===== src/rtl/efd_pkg.sv =====
package efd_pkg;

    localparam logic [7:0] BYTE_START     = 8'h7F;
    localparam logic [7:0] BYTE_END       = 8'h7E;
    localparam logic [7:0] BYTE_ESC       = 8'h7D;
    localparam logic [7:0] ESC_CODE_START = 8'h02;
    localparam logic [7:0] ESC_CODE_END   = 8'h01;
    localparam logic [7:0] ESC_CODE_ESC   = 8'h00;

    localparam logic [15:0] MAX_LEN_RESET = 16'd256;

    typedef enum logic [1:0] {
        PH_WAIT = 2'd0,
        PH_DATA = 2'd1,
        PH_ESC  = 2'd2
    } t_phase;

    typedef enum logic [1:0] {
        CMD_START = 2'd0,
        CMD_DATA  = 2'd1,
        CMD_END   = 2'd2
    } t_cmd_kind;

    typedef struct packed {
        t_cmd_kind  kind;
        logic [7:0] data;
    } t_cmd;

    typedef struct packed {
        logic [7:0]  out_byte;
        logic        is_end;
        logic        first_of_frame;
        logic [15:0] frame_len;
        logic        overflowed;
    } t_result;

endpackage


===== src/rtl/efd_front.sv =====
module efd_front (
    input  logic          i_clk,
    input  logic          i_rst_n,
    input  logic          i_valid,
    input  logic [7:0]    i_byte,
    input  logic          i_space,
    output logic          o_ready,
    output logic          o_push,
    output efd_pkg::t_cmd o_cmd
);

    efd_pkg::t_phase r_phase;
    efd_pkg::t_phase n_phase;
    logic            w_take;

    assign o_ready = i_space;
    assign w_take  = i_valid && i_space;

    always_ff @(posedge i_clk) begin
        if (!i_rst_n) begin
            r_phase <= efd_pkg::PH_WAIT;
        end else begin
            r_phase <= n_phase;
        end
    end

    // next state
    always_comb begin
        n_phase = r_phase;
        if (w_take) begin
            case (r_phase)
                efd_pkg::PH_DATA: begin
                    if (i_byte == efd_pkg::BYTE_END) begin
                        n_phase = efd_pkg::PH_WAIT;
                    end else if (i_byte == efd_pkg::BYTE_ESC) begin
                        n_phase = efd_pkg::PH_ESC;
                    end
                end
                efd_pkg::PH_ESC: begin
                    n_phase = efd_pkg::PH_DATA;
                end
                default: begin
                    if (i_byte == efd_pkg::BYTE_START) begin
                        n_phase = efd_pkg::PH_DATA;
                    end else begin
                        n_phase = efd_pkg::PH_WAIT;
                    end
                end
            endcase
        end
    end

    // command classification
    always_comb begin
        o_push      = 1'b0;
        o_cmd.kind  = efd_pkg::CMD_DATA;
        o_cmd.data  = i_byte;
        case (r_phase)
            efd_pkg::PH_DATA: begin
                if (i_byte == efd_pkg::BYTE_END) begin
                    o_push     = w_take;
                    o_cmd.kind = efd_pkg::CMD_END;
                end else if (i_byte != efd_pkg::BYTE_ESC) begin
                    o_push     = w_take;
                end
            end
            efd_pkg::PH_ESC: begin
                o_push = w_take;
                if (i_byte == efd_pkg::ESC_CODE_END) begin
                    o_cmd.data = efd_pkg::BYTE_END;
                end else if (i_byte == efd_pkg::ESC_CODE_ESC) begin
                    o_cmd.data = efd_pkg::BYTE_ESC;
                end else if (i_byte == efd_pkg::ESC_CODE_START) begin
                    o_cmd.data = efd_pkg::BYTE_START;
                end
            end
            default: begin
                if (i_byte == efd_pkg::BYTE_START) begin
                    o_push     = w_take;
                    o_cmd.kind = efd_pkg::CMD_START;
                end
            end
        endcase
    end

endmodule


===== src/rtl/efd_queue.sv =====
module efd_queue #(
    parameter int DEPTH = 4
) (
    input  logic          i_clk,
    input  logic          i_rst_n,
    input  logic          i_push,
    input  efd_pkg::t_cmd i_cmd,
    output logic          o_space,
    output logic          o_valid,
    input  logic          i_pop,
    output efd_pkg::t_cmd o_cmd
);

    localparam int AW = (DEPTH > 1) ? $clog2(DEPTH) : 1;
    localparam int CW = $clog2(DEPTH + 1);

    efd_pkg::t_cmd r_mem [DEPTH];
    logic [AW-1:0] r_wr_ptr;
    logic [AW-1:0] r_rd_ptr;
    logic [CW-1:0] r_count;
    logic [AW-1:0] n_wr_ptr;
    logic [AW-1:0] n_rd_ptr;
    logic [CW-1:0] n_count;
    logic          w_push;
    logic          w_pop;

    assign o_space = (r_count != CW'(DEPTH));
    assign o_valid = (r_count != '0);
    assign o_cmd   = r_mem[r_rd_ptr];
    assign w_push  = i_push && o_space;
    assign w_pop   = i_pop && o_valid;

    always_comb begin
        n_wr_ptr = r_wr_ptr;
        n_rd_ptr = r_rd_ptr;
        n_count  = r_count;
        if (w_push) begin
            n_wr_ptr = (r_wr_ptr == AW'(DEPTH - 1)) ? '0 : r_wr_ptr + 1'b1;
        end
        if (w_pop) begin
            n_rd_ptr = (r_rd_ptr == AW'(DEPTH - 1)) ? '0 : r_rd_ptr + 1'b1;
        end
        if (w_push && !w_pop) begin
            n_count = r_count + 1'b1;
        end else if (w_pop && !w_push) begin
            n_count = r_count - 1'b1;
        end
    end

    always_ff @(posedge i_clk) begin
        if (!i_rst_n) begin
            r_wr_ptr <= '0;
            r_rd_ptr <= '0;
            r_count  <= '0;
        end else begin
            r_wr_ptr <= n_wr_ptr;
            r_rd_ptr <= n_rd_ptr;
            r_count  <= n_count;
        end
    end

    always_ff @(posedge i_clk) begin
        if (w_push) begin
            r_mem[r_wr_ptr] <= i_cmd;
        end
    end

endmodule


===== src/rtl/efd_back.sv =====
module efd_back (
    input  logic             i_clk,
    input  logic             i_rst_n,
    input  logic             i_cfg_wen,
    input  logic [15:0]      i_cfg_wdata,
    input  logic             i_valid,
    input  efd_pkg::t_cmd    i_cmd,
    output logic             o_pop,
    output logic             o_valid,
    input  logic             i_ready,
    output efd_pkg::t_result o_result
);

    logic [15:0]      r_max_len;
    logic [15:0]      r_kept;
    logic             r_first;
    logic             r_dropped;
    logic             r_out_valid;
    efd_pkg::t_result r_out;

    logic [15:0]      n_kept;
    logic             n_first;
    logic             n_dropped;
    logic             n_out_valid;
    efd_pkg::t_result n_out;
    logic             w_take;
    logic             w_emit;

    // the output register frees up in the same cycle it is taken
    assign w_take   = i_valid && (!r_out_valid || i_ready);
    assign o_pop    = w_take;
    assign o_valid  = r_out_valid;
    assign o_result = r_out;

    always_comb begin
        n_kept    = r_kept;
        n_first   = r_first;
        n_dropped = r_dropped;
        w_emit    = 1'b0;
        n_out     = r_out;
        if (w_take) begin
            case (i_cmd.kind)
                efd_pkg::CMD_START: begin
                    n_kept    = '0;
                    n_first   = 1'b1;
                    n_dropped = 1'b0;
                end
                efd_pkg::CMD_END: begin
                    w_emit               = 1'b1;
                    n_out.out_byte       = '0;
                    n_out.is_end         = 1'b1;
                    n_out.first_of_frame = r_first;
                    n_out.frame_len      = r_kept;
                    n_out.overflowed     = r_dropped;
                    n_kept               = '0;
                    n_first              = 1'b0;
                    n_dropped            = 1'b0;
                end
                default: begin
                    if (r_kept >= r_max_len) begin
                        n_dropped = 1'b1;
                    end else begin
                        w_emit               = 1'b1;
                        n_out.out_byte       = i_cmd.data;
                        n_out.is_end         = 1'b0;
                        n_out.first_of_frame = r_first;
                        n_out.frame_len      = '0;
                        n_out.overflowed     = 1'b0;
                        n_kept               = r_kept + 16'd1;
                        n_first              = 1'b0;
                    end
                end
            endcase
        end
        if (w_emit) begin
            n_out_valid = 1'b1;
        end else if (i_ready) begin
            n_out_valid = 1'b0;
        end else begin
            n_out_valid = r_out_valid;
        end
    end

    always_ff @(posedge i_clk) begin
        if (!i_rst_n) begin
            r_max_len   <= efd_pkg::MAX_LEN_RESET;
            r_kept      <= '0;
            r_first     <= 1'b0;
            r_dropped   <= 1'b0;
            r_out_valid <= 1'b0;
        end else begin
            if (i_cfg_wen) begin
                r_max_len <= i_cfg_wdata;
            end
            r_kept      <= n_kept;
            r_first     <= n_first;
            r_dropped   <= n_dropped;
            r_out_valid <= n_out_valid;
        end
    end

    always_ff @(posedge i_clk) begin
        if (w_emit) begin
            r_out <= n_out;
        end
    end

endmodule


===== src/rtl/escaped_frame_decoder.sv =====
// Removes byte-stuffed framing from a raw link byte stream at one byte per clock cycle,
// sustained while the output is not stalled. A front stage tracks the start/escape/end
// framing and turns each byte into a start, data or end command; a small command queue
// (QUEUE_DEPTH entries) separates it from a back stage that counts kept bytes against the
// capacity register and drives a registered output. An accepted byte is registered in the
// queue and then in the output register; the rate is set by the single-entry-per-cycle
// queue and the output register, which is reloaded in the cycle its transaction completes.
// Data beats carry the decoded byte with tuser[0] marking the first result of a frame; an
// end marker has tlast set and carries the kept length, with tuser[1] flagging bytes
// dropped beyond max_frame_len. Write the capacity register only while the block is idle.
module escaped_frame_decoder #(
    parameter int QUEUE_DEPTH = 4
) (
    input  logic        i_clk,
    input  logic        i_rst_n,
    input  logic        i_cfg_wen,
    input  logic [15:0] i_cfg_wdata,    // max_frame_len
    input  logic        s_axis_tvalid,
    output logic        s_axis_tready,
    input  logic [7:0]  s_axis_tdata,   // rx_byte
    output logic        m_axis_tvalid,
    input  logic        m_axis_tready,
    output logic [23:0] m_axis_tdata,   // out_byte [7:0], frame_len [23:8]
    output logic        m_axis_tlast,   // is_end
    output logic [1:0]  m_axis_tuser    // first_of_frame [0], overflowed [1]
);

    logic             w_push;
    logic             w_space;
    logic             w_q_valid;
    logic             w_pop;
    efd_pkg::t_cmd    w_cmd_in;
    efd_pkg::t_cmd    w_cmd_out;
    efd_pkg::t_result w_result;

    efd_front u_front (
        .i_clk   (i_clk),
        .i_rst_n (i_rst_n),
        .i_valid (s_axis_tvalid),
        .i_byte  (s_axis_tdata),
        .i_space (w_space),
        .o_ready (s_axis_tready),
        .o_push  (w_push),
        .o_cmd   (w_cmd_in)
    );

    efd_queue #(
        .DEPTH (QUEUE_DEPTH)
    ) u_queue (
        .i_clk   (i_clk),
        .i_rst_n (i_rst_n),
        .i_push  (w_push),
        .i_cmd   (w_cmd_in),
        .o_space (w_space),
        .o_valid (w_q_valid),
        .i_pop   (w_pop),
        .o_cmd   (w_cmd_out)
    );

    efd_back u_back (
        .i_clk       (i_clk),
        .i_rst_n     (i_rst_n),
        .i_cfg_wen   (i_cfg_wen),
        .i_cfg_wdata (i_cfg_wdata),
        .i_valid     (w_q_valid),
        .i_cmd       (w_cmd_out),
        .o_pop       (w_pop),
        .o_valid     (m_axis_tvalid),
        .i_ready     (m_axis_tready),
        .o_result    (w_result)
    );

    assign m_axis_tdata = {w_result.frame_len, w_result.out_byte};
    assign m_axis_tlast = w_result.is_end;
    assign m_axis_tuser = {w_result.overflowed, w_result.first_of_frame};

endmodule


===== config.mk =====
export PLATFORM = sky130hd
export DESIGN_NAME = escaped_frame_decoder
export DESIGN_NICKNAME = d
export VERILOG_FILES = /design/src/rtl/efd_pkg.sv /design/src/rtl/efd_front.sv /design/src/rtl/efd_queue.sv /design/src/rtl/efd_back.sv /design/src/rtl/escaped_frame_decoder.sv
export SDC_FILE = /design/constraint.sdc
export NUM_CORES = 1
export LEC_CHECK = 0
export ABC_CLOCK_PERIOD_IN_PS = 8600
export BUFFER_PORTS_ARGS = -buffer_cell sky130_fd_sc_hd__buf_2
export CAP_MARGIN = 20
export CORE_ASPECT_RATIO = 1.1
export CORE_MARGIN = 8
export CORE_UTILIZATION = 51
export DETAILED_ROUTE_END_ITERATION = 12
export PLACE_DENSITY = 0.7
export SLEW_MARGIN = 5
export SYNTH_ARGS = -nofsm -noshare
export SYNTH_HDL_FRONTEND = slang
export SYNTH_HIERARCHICAL = 1
export SYNTH_SLANG_ARGS = --single-unit

===== constraint.sdc =====
create_clock -name i_clk -period 8.6 [get_ports i_clk]
set_input_delay 1.72 -clock i_clk [delete_from_list [all_inputs] [get_ports i_clk]]
set_output_delay 1.72 -clock i_clk [all_outputs]
set_load 0.01 [all_outputs]

# Word-level counts from Yosys, hierarchy flattened
# Memory sizes are Yosys's and may differ from the RTL's. A register that Yosys moved wholly into a read port is not among the register bits.
# Cells that the tools add are included.
dict set report classes {
  n_mux 36
  magnitude_cmp 1
  n_bitwise 1
  n_reduce_logical 22
  eq_ne 16
  add_sub_neg 5
}
# operator count
set ops {}
lappend ops {{27-bit case mux with 2 select lines} 1}
lappend ops {{16-bit 2-to-1 mux} 2}
lappend ops {{8-bit 2-to-1 mux} 4}
lappend ops {{27-bit 2-to-1 mux} 1}
lappend ops {{8-bit by 7-bit == test with 1-bit output (second input constant)} 3}
lappend ops {{16-bit by 1-bit adder with 16-bit output (second input constant)} 1}
lappend ops {{16-bit greater-or-equal comparator} 1}
lappend ops {{1-bit 2-to-1 mux} 14}
lappend ops {{2-bit 2-to-1 mux} 7}
lappend ops {{2-bit == test (second input constant)} 4}
lappend ops {{8-bit by 1-bit == test with 1-bit output (second input constant)} 1}
lappend ops {{8-bit by 2-bit == test with 1-bit output (second input constant)} 1}
lappend ops {{8-bit zero test} 1}
lappend ops {{8-bit by 7-bit != test with 1-bit output (second input constant)} 1}
lappend ops {{2-bit case mux with 2 select lines} 2}
lappend ops {{2-bit AND reduction} 4}
lappend ops {{1-bit logical AND} 6}
lappend ops {{3-bit 2-to-1 mux} 2}
lappend ops {{3-bit != test (second input constant)} 2}
lappend ops {{1-bit case mux with 2 select lines} 3}
lappend ops {{2-bit nonzero test} 3}
lappend ops {{2-bit by 1-bit adder with 2-bit output (second input constant)} 2}
lappend ops {{2-bit != test (second input constant)} 2}
lappend ops {{4-bit AND reduction} 1}
lappend ops {{10 further kinds} 12}
dict set report word_totals {
  register_bits 71
  elab_cells 96
  ramBits 40
  output_inout_bits 29
  inputBits 29
  mem_count 1
}
# name words width rd rd_ports_with_merged_regs write_ports line
set mem_list {}
lappend mem_list {u_queue.r_mem 4 10 1 1 1 efd_queue.sv:17} ;# efd_pkg::t_cmd r_mem [DEPTH];

# Longest topological paths before layout
dict set report depth {
  depth_word 10
  depth_mapped 12
  depth_no_buf 12
}

# Modules after synthesis
# The synthesis kept the hierarchy.
# module cells_per_inst instances area_each_um2
set modules_own_cells {}
lappend modules_own_cells {efd_back 277 1 2954.1}
lappend modules_own_cells {efd_queue 103 1 1920.6}
lappend modules_own_cells {efd_front 44 1 365.4}

# Worst setup path after synthesis
# No wires, ideal clock.
dict set report synth_timing {
  kind {in2reg}
  startpoint {input port m_axis_tready}
  endpoint {register u_back.r_out (netlist bit u_back/o_result[0]), enable pin}
  cell_stages 7
  arrival_ns 3.795
  setup_slack_ns 4.383
  t_required_ns 8.178
  path_buffers 2
  path_cell_list {nand2b_1 > nand2_1 > inv_1 > nand2b_1 > clkbuf_1 > clkbuf_1 > a21oi_1}
}
dict set report synth_between {
  elab_chain_cells 4
}
# item line
set synth_lines {}
lappend synth_lines {{from (decl)} escaped_frame_decoder.sv:22} ;# input logic m_axis_tready,
lappend synth_lines {{1-bit logical OR (*)} efd_back.sv:30} ;# assign w_take = i_valid && (!r_out_valid || i_ready);
lappend synth_lines {{1-bit logical AND (*)} efd_back.sv:30}
lappend synth_lines {{named net w_pop} escaped_frame_decoder.sv:31} ;# logic w_pop;
lappend synth_lines {{1-bit 2-to-1 mux} efd_back.sv:41} ;# if (w_take) begin
lappend synth_lines {{4-bit AND reduction (no line) (*)} -}
lappend synth_lines {{to (signal assigned)} efd_back.sv:104} ;# r_out <= n_out;
lappend synth_lines {{to (decl)} efd_back.sv:19} ;# efd_pkg::t_result r_out;
# The timed path passes the listed nets; every way through them passes the cells marked *.
# A chain may end at the register's enable or synchronous reset.

# Worst setup path after layout
dict set report layout_timing {
  startpoint {input port s_axis_tdata[7]}
  endpoint {register u_queue.r_count[2]}
}
dict set report layout_between {
  elab_chain_cells 8
}
# item line
set layout_lines {}
lappend layout_lines {{from (decl)} escaped_frame_decoder.sv:20} ;# input logic [7:0] s_axis_tdata,
lappend layout_lines {{8-bit by 7-bit != test with 1-bit output} efd_front.sv:63} ;# end else if (i_byte != efd_pkg::BYTE_ESC) begin
lappend layout_lines {{1-bit 2-to-1 mux} efd_front.sv:63}
lappend layout_lines {{1-bit 2-to-1 mux} efd_front.sv:60} ;# if (i_byte == efd_pkg::BYTE_END) begin
lappend layout_lines {{1-bit case mux with 2 select lines (*)} efd_front.sv:58} ;# case (r_phase)
lappend layout_lines {{named net w_push} escaped_frame_decoder.sv:28} ;# logic w_push;
lappend layout_lines {{1-bit logical AND (*)} efd_queue.sv:30} ;# assign w_push = i_push && o_space;
lappend layout_lines {{named net u_queue.w_push} efd_queue.sv:24} ;# logic w_push;
lappend layout_lines {{1-bit zero test} efd_queue.sv:45} ;# end else if (w_pop && !w_push) begin
lappend layout_lines {{1-bit logical AND} efd_queue.sv:45}
lappend layout_lines {{2-bit nonzero test (no line)} -}
lappend layout_lines {{to (signal assigned)} efd_queue.sv:58} ;# r_count <= n_count;
lappend layout_lines {{to (decl)} efd_queue.sv:20} ;# logic [CW-1:0] r_count;
# Marked as above.

==> run_summary.xml <==
<?xml version="1.0" encoding="UTF-8"?>
<metrics>
  <group name="clocking">
    <metric name="cts_hold_buf" unit="">0</metric>
    <metric name="numClockSinks" unit="">113</metric>
    <metric name="ctsRootBufferMaster" unit="">clkbuf_16</metric>
    <metric name="clock_latency" unit="ps">400</metric>
    <metric name="clock_tree.htree_level_count" unit="">4</metric>
    <metric name="post-cts-setup-buffer-count" unit="">0</metric>
    <metric name="cts_buffer_depth" unit="">2</metric>
    <metric name="clock_buffer_count_from_cts" unit="">17</metric>
    <metric name="tritoncts" unit="">done</metric>
    <metric name="clk_pin_slew_worst_paths" unit="ps">50</metric>
    <metric name="post_cts.resized_instances" unit="">0</metric>
  </group>
  <group name="floorplanning">
    <metric name="chipWidth" unit="um">113</metric>
    <metric name="dieArea" unit="sq mm">0.0138</metric>
    <metric name="num_io_pins" unit="">58</metric>
    <metric name="core_area" unit="sq mm">0.0102</metric>
    <metric name="floorplan.die.height" unit="um">122</metric>
    <metric name="start_util" unit="%">51.4</metric>
    <metric name="std_cell_rows" unit="">39</metric>
  </group>
  <group name="layout">
    <metric name="layout-drive-gt1-share" unit="%">24.6</metric>
    <metric name="fin_nets" unit="">537</metric>
    <metric name="post-route-cell-area" unit="sq mm">0.00620</metric>
    <metric name="antenna_fix_cells" unit="">0</metric>
    <metric name="final_core_utilization" unit="%">60.8</metric>
    <metric name="layout-area-overhead-vs-synth" unit="%">18.3</metric>
  </group>
  <group name="synthesis">
    <metric name="netlist.area_leader.share" unit="%">38.4</metric>
    <metric name="avgSynthCellArea" unit="sq um">12.4</metric>
    <metric name="synthCells" unit="">424</metric>
    <metric name="synth.area.top_cells" unit="">edfxtp_1, dfxtp_1, ha_1</metric>
    <metric name="yosys.cell_types.count" unit="">54</metric>
    <metric name="synth_most_common_cell" unit="">edfxtp_1</metric>
    <metric name="yosysTopAreaCell" unit="">edfxtp_1</metric>
    <metric name="synth_nets" unit="">479</metric>
    <metric name="number_of_synthesized_flops_with_an_enable_pin" unit="">67</metric>
    <metric name="yosys_warnings" unit="">6</metric>
    <metric name="proportion_of_synthesized_chip_area_in_sequential_cells" unit="%">56.0</metric>
    <metric name="synth_seq_cells" unit="">113</metric>
    <metric name="synth_commonest_cells" unit="">edfxtp_1, dfxtp_1, nand2_1, nor2b_1, ha_1</metric>
    <metric name="synth_ff_type" unit="">edfxtp_1</metric>
    <metric name="async_reset_ff_share" unit="%">0</metric>
    <metric name="netlist_area" unit="sq mm">0.00524</metric>
  </group>
  <group name="worst_setup_path">
    <metric name="critical_path.endpoint" unit="">u_queue/r_count[2]</metric>
    <metric name="reg_to_reg_end" unit="">u_back/o_result[4]</metric>
    <metric name="max_stage_delay" unit="ps">400</metric>
    <metric name="arrival_time_at_the_worst_endpoint" unit="ps">4410</metric>
    <metric name="worstSetupPathType" unit="">input pin to register</metric>
    <metric name="timing.critical_path.required" unit="ps">8920</metric>
    <metric name="ff2ff_path_depth" unit="">4</metric>
    <metric name="critical_path_cell_count" unit="">11</metric>
    <metric name="critical_path_peak_fanout" unit="">6</metric>
    <metric name="reg2reg_slack" unit="ps">5040</metric>
    <metric name="critical_path.top_delay_family" unit="">simple AND/OR/NAND/NOR gates</metric>
    <metric name="cp-startpoint" unit="">s_axis_tdata[7]</metric>
    <metric name="crit_buf_inv" unit="">2</metric>
    <metric name="timing.critical_path.to_type" unit="">register</metric>
    <metric name="startpoint_type" unit="">input pin</metric>
    <metric name="critical_path.cell_chain" unit="">buf_2 &gt; nand4b_4 &gt; o31a_2 &gt; nor3_1 &gt; and2_4 &gt; ha_1 &gt; inv_1 &gt; fa_1 &gt; xor2_1 &gt; or3_2 &gt; a21boi_0</metric>
    <metric name="critPathSlowestCell" unit="">or3_2</metric>
  </group>
  <group name="detailed_routing">
    <metric name="total_via_count_after_detailed_routing" unit="">3472</metric>
    <metric name="antenna_violating_nets_post_route" unit="">0</metric>
    <metric name="route.final.wire_length" unit="mm">10.4</metric>
    <metric name="drt_pre_antenna_iters" unit="">4</metric>
    <metric name="routed_via_density" unit="">5.62</metric>
    <metric name="drt-wirelength-per-cell" unit="um">16.8</metric>
    <metric name="initialDrtViolationCount" unit="">166</metric>
    <metric name="post-route-drc-count" unit="">0</metric>
  </group>
  <group name="sta">
    <metric name="min_period_over_period" unit="%">47.5</metric>
    <metric name="worst_slew_margin_rel" unit="%">30.0</metric>
    <metric name="setup_slack" unit="ps">4520</metric>
    <metric name="maxClockFrequency" unit="MHz">245</metric>
    <metric name="totalNegativeSetupSlack" unit="ps">0</metric>
    <metric name="rsz0062_at_grt" unit="">false</metric>
    <metric name="post_layout_minimum_cycle_time" unit="ps">4080</metric>
    <metric name="finalSetupViolCount" unit="">0</metric>
    <metric name="final_max_slew_viol_count" unit="">0</metric>
    <metric name="final-hold-violation-count" unit="">0</metric>
    <metric name="worst_clock_skew" unit="ps">11.0</metric>
    <metric name="timing.hold.ws" unit="ps">450</metric>
    <metric name="worstMarginPinSlew" unit="ps">1050</metric>
  </group>
  <group name="global_routing">
    <metric name="antenna_violations_before_repair" unit="">0</metric>
    <metric name="global_route_wire_length_before_repair" unit="mm">17.0</metric>
    <metric name="first_global_vias" unit="">3506</metric>
    <metric name="grt_max_degree" unit="">44</metric>
    <metric name="grt.overflow.total" unit="">0</metric>
    <metric name="grt_usage" unit="%">15.8</metric>
  </group>
  <group name="power_and_ir_drop">
    <metric name="cellPowerDensity" unit="mW/mm^2">279</metric>
    <metric name="peakVddDrop" unit="V">0.000128</metric>
    <metric name="static-leakage-power" unit="nW">2.41</metric>
  </group>
  <group name="placed_design">
    <metric name="place_congestion" unit="">0.782</metric>
    <metric name="port-buffer-count" unit="">57</metric>
    <metric name="setup_slack_placement" unit="ps">4120</metric>
    <metric name="placed_area" unit="sq mm">0.00560</metric>
    <metric name="detailed_place_hpwl" unit="mm">7.12</metric>
  </group>
  <group name="run_status">
    <metric name="status" unit="">completed</metric>
  </group>
  <group name="hold_path">
    <metric name="timing.hold.worst_path_depth" unit="">0</metric>
    <metric name="hold_path.class" unit="">register to register</metric>
  </group>
  <group name="run">
    <metric name="max-cap-violations" unit="">0</metric>
  </group>
</metrics>
-- area by class of cell --
class | count | area (sq um)
fill | 800 | 4000
sequential | 113 | 2930
tap | 123 | 154
multi-input combinational | 267 | 2130
inverter | 23 | 86.3
clock inverter | 15 | 161
clock buffer | 17 | 425
timing repair buffer | 60 | 312
-- layer usage --
layer	share of wire, %	global-route usage [%]	up-vias	wire length [um]
met2	53	28.2	79	5490
met5	0	0	-	0
met3	4.7	4.92	16	484
met1	41	16.6	1694	4200
met4	1.8	7.68	0	188
li1	-	-	1683	-
-- sequential cells by signal, summed over array words and instances (netlist names), named ones only --
| signal | cells |
|---|---|
| u_queue/r_wr_ptr | 2 |
| u_back/r_first | 1 |
| u_queue/r_count | 3 |
| u_back/r_max_len | 16 |
| u_back/r_dropped | 1 |
| u_queue/r_mem | 40 |
| u_back/r_kept | 16 |
| u_queue/r_rd_ptr | 2 |
| u_back/o_result | 27 |
| u_back/o_valid | 1 |
| u_front/r_phase | 2 |
-- power breakdown --
part | leakage [nW] | switching (mW) | internal (mW)
combinational | 1.15 | 0.190 | 0.135
clock | 0.276 | 0.249 | 0.428
sequential | 0.987 | 0.0439 | 0.683
-- layout by cell type (no fill, tap or decap), types with 10 or more instances in the layout --
master,synthesis,final
edfxtp_1,67,67
buf_2,3,57
dfxtp_1,46,46
nand2_1,30,30
nor2b_1,28,28
ha_1,25,25
inv_1,23,23
mux2i_1,18,18
and2_1,18,18
clkbuf_16,0,17
nand3_1,14,14
nor2_1,14,14
o21ai_0,13,13
a21oi_1,12,11
a2111o_1,11,11
nand2b_1,10,10
mux4_2,10,10
-- worst reg2reg max path: cells and delay by family (launching register included) --
kind            cells  cell delay, ps
flops               1             760
compound gates      1             850
mux                 1             610
buf+inv             1             370
simple gates        1             650
-- metrics by stage --
| step | std cells | total power, mW |
|---|---|---|
| global route | 618 | 1.81 |
| finish | 618 | 1.73 |
| global placement | 585 | 1.05 |
| floorplan | 424 | 0.940 |
| CTS | 617 | 1.75 |
| detailed placement | 585 | 1.06 |
-- cell families after synthesis --
kind of cell	count (synthesis)	synth area share, %
buf+inv	44	3.46
flops	113	56.0
xor+xnor	5	0.836
compound gates	61	9.10
mux	30	8.17
simple gates	145	16.1
fa+ha+maj	26	6.35
-- worst min path at each step --
stage | startpoint | end | slack, ps
CTS | u_back/r_first | u_back/o_result[17] | 450
global placement | u_back/r_first | u_back/o_result[17] | 430
global route | u_back/r_first | u_back/o_result[17] | 460
floorplan | u_back/r_first | u_back/o_result[17] | 410
finish | u_back/r_first | u_back/o_result[17] | 450
detailed placement | u_back/r_first | u_back/o_result[17] | 430
Power figures use the tool's default switching activity.
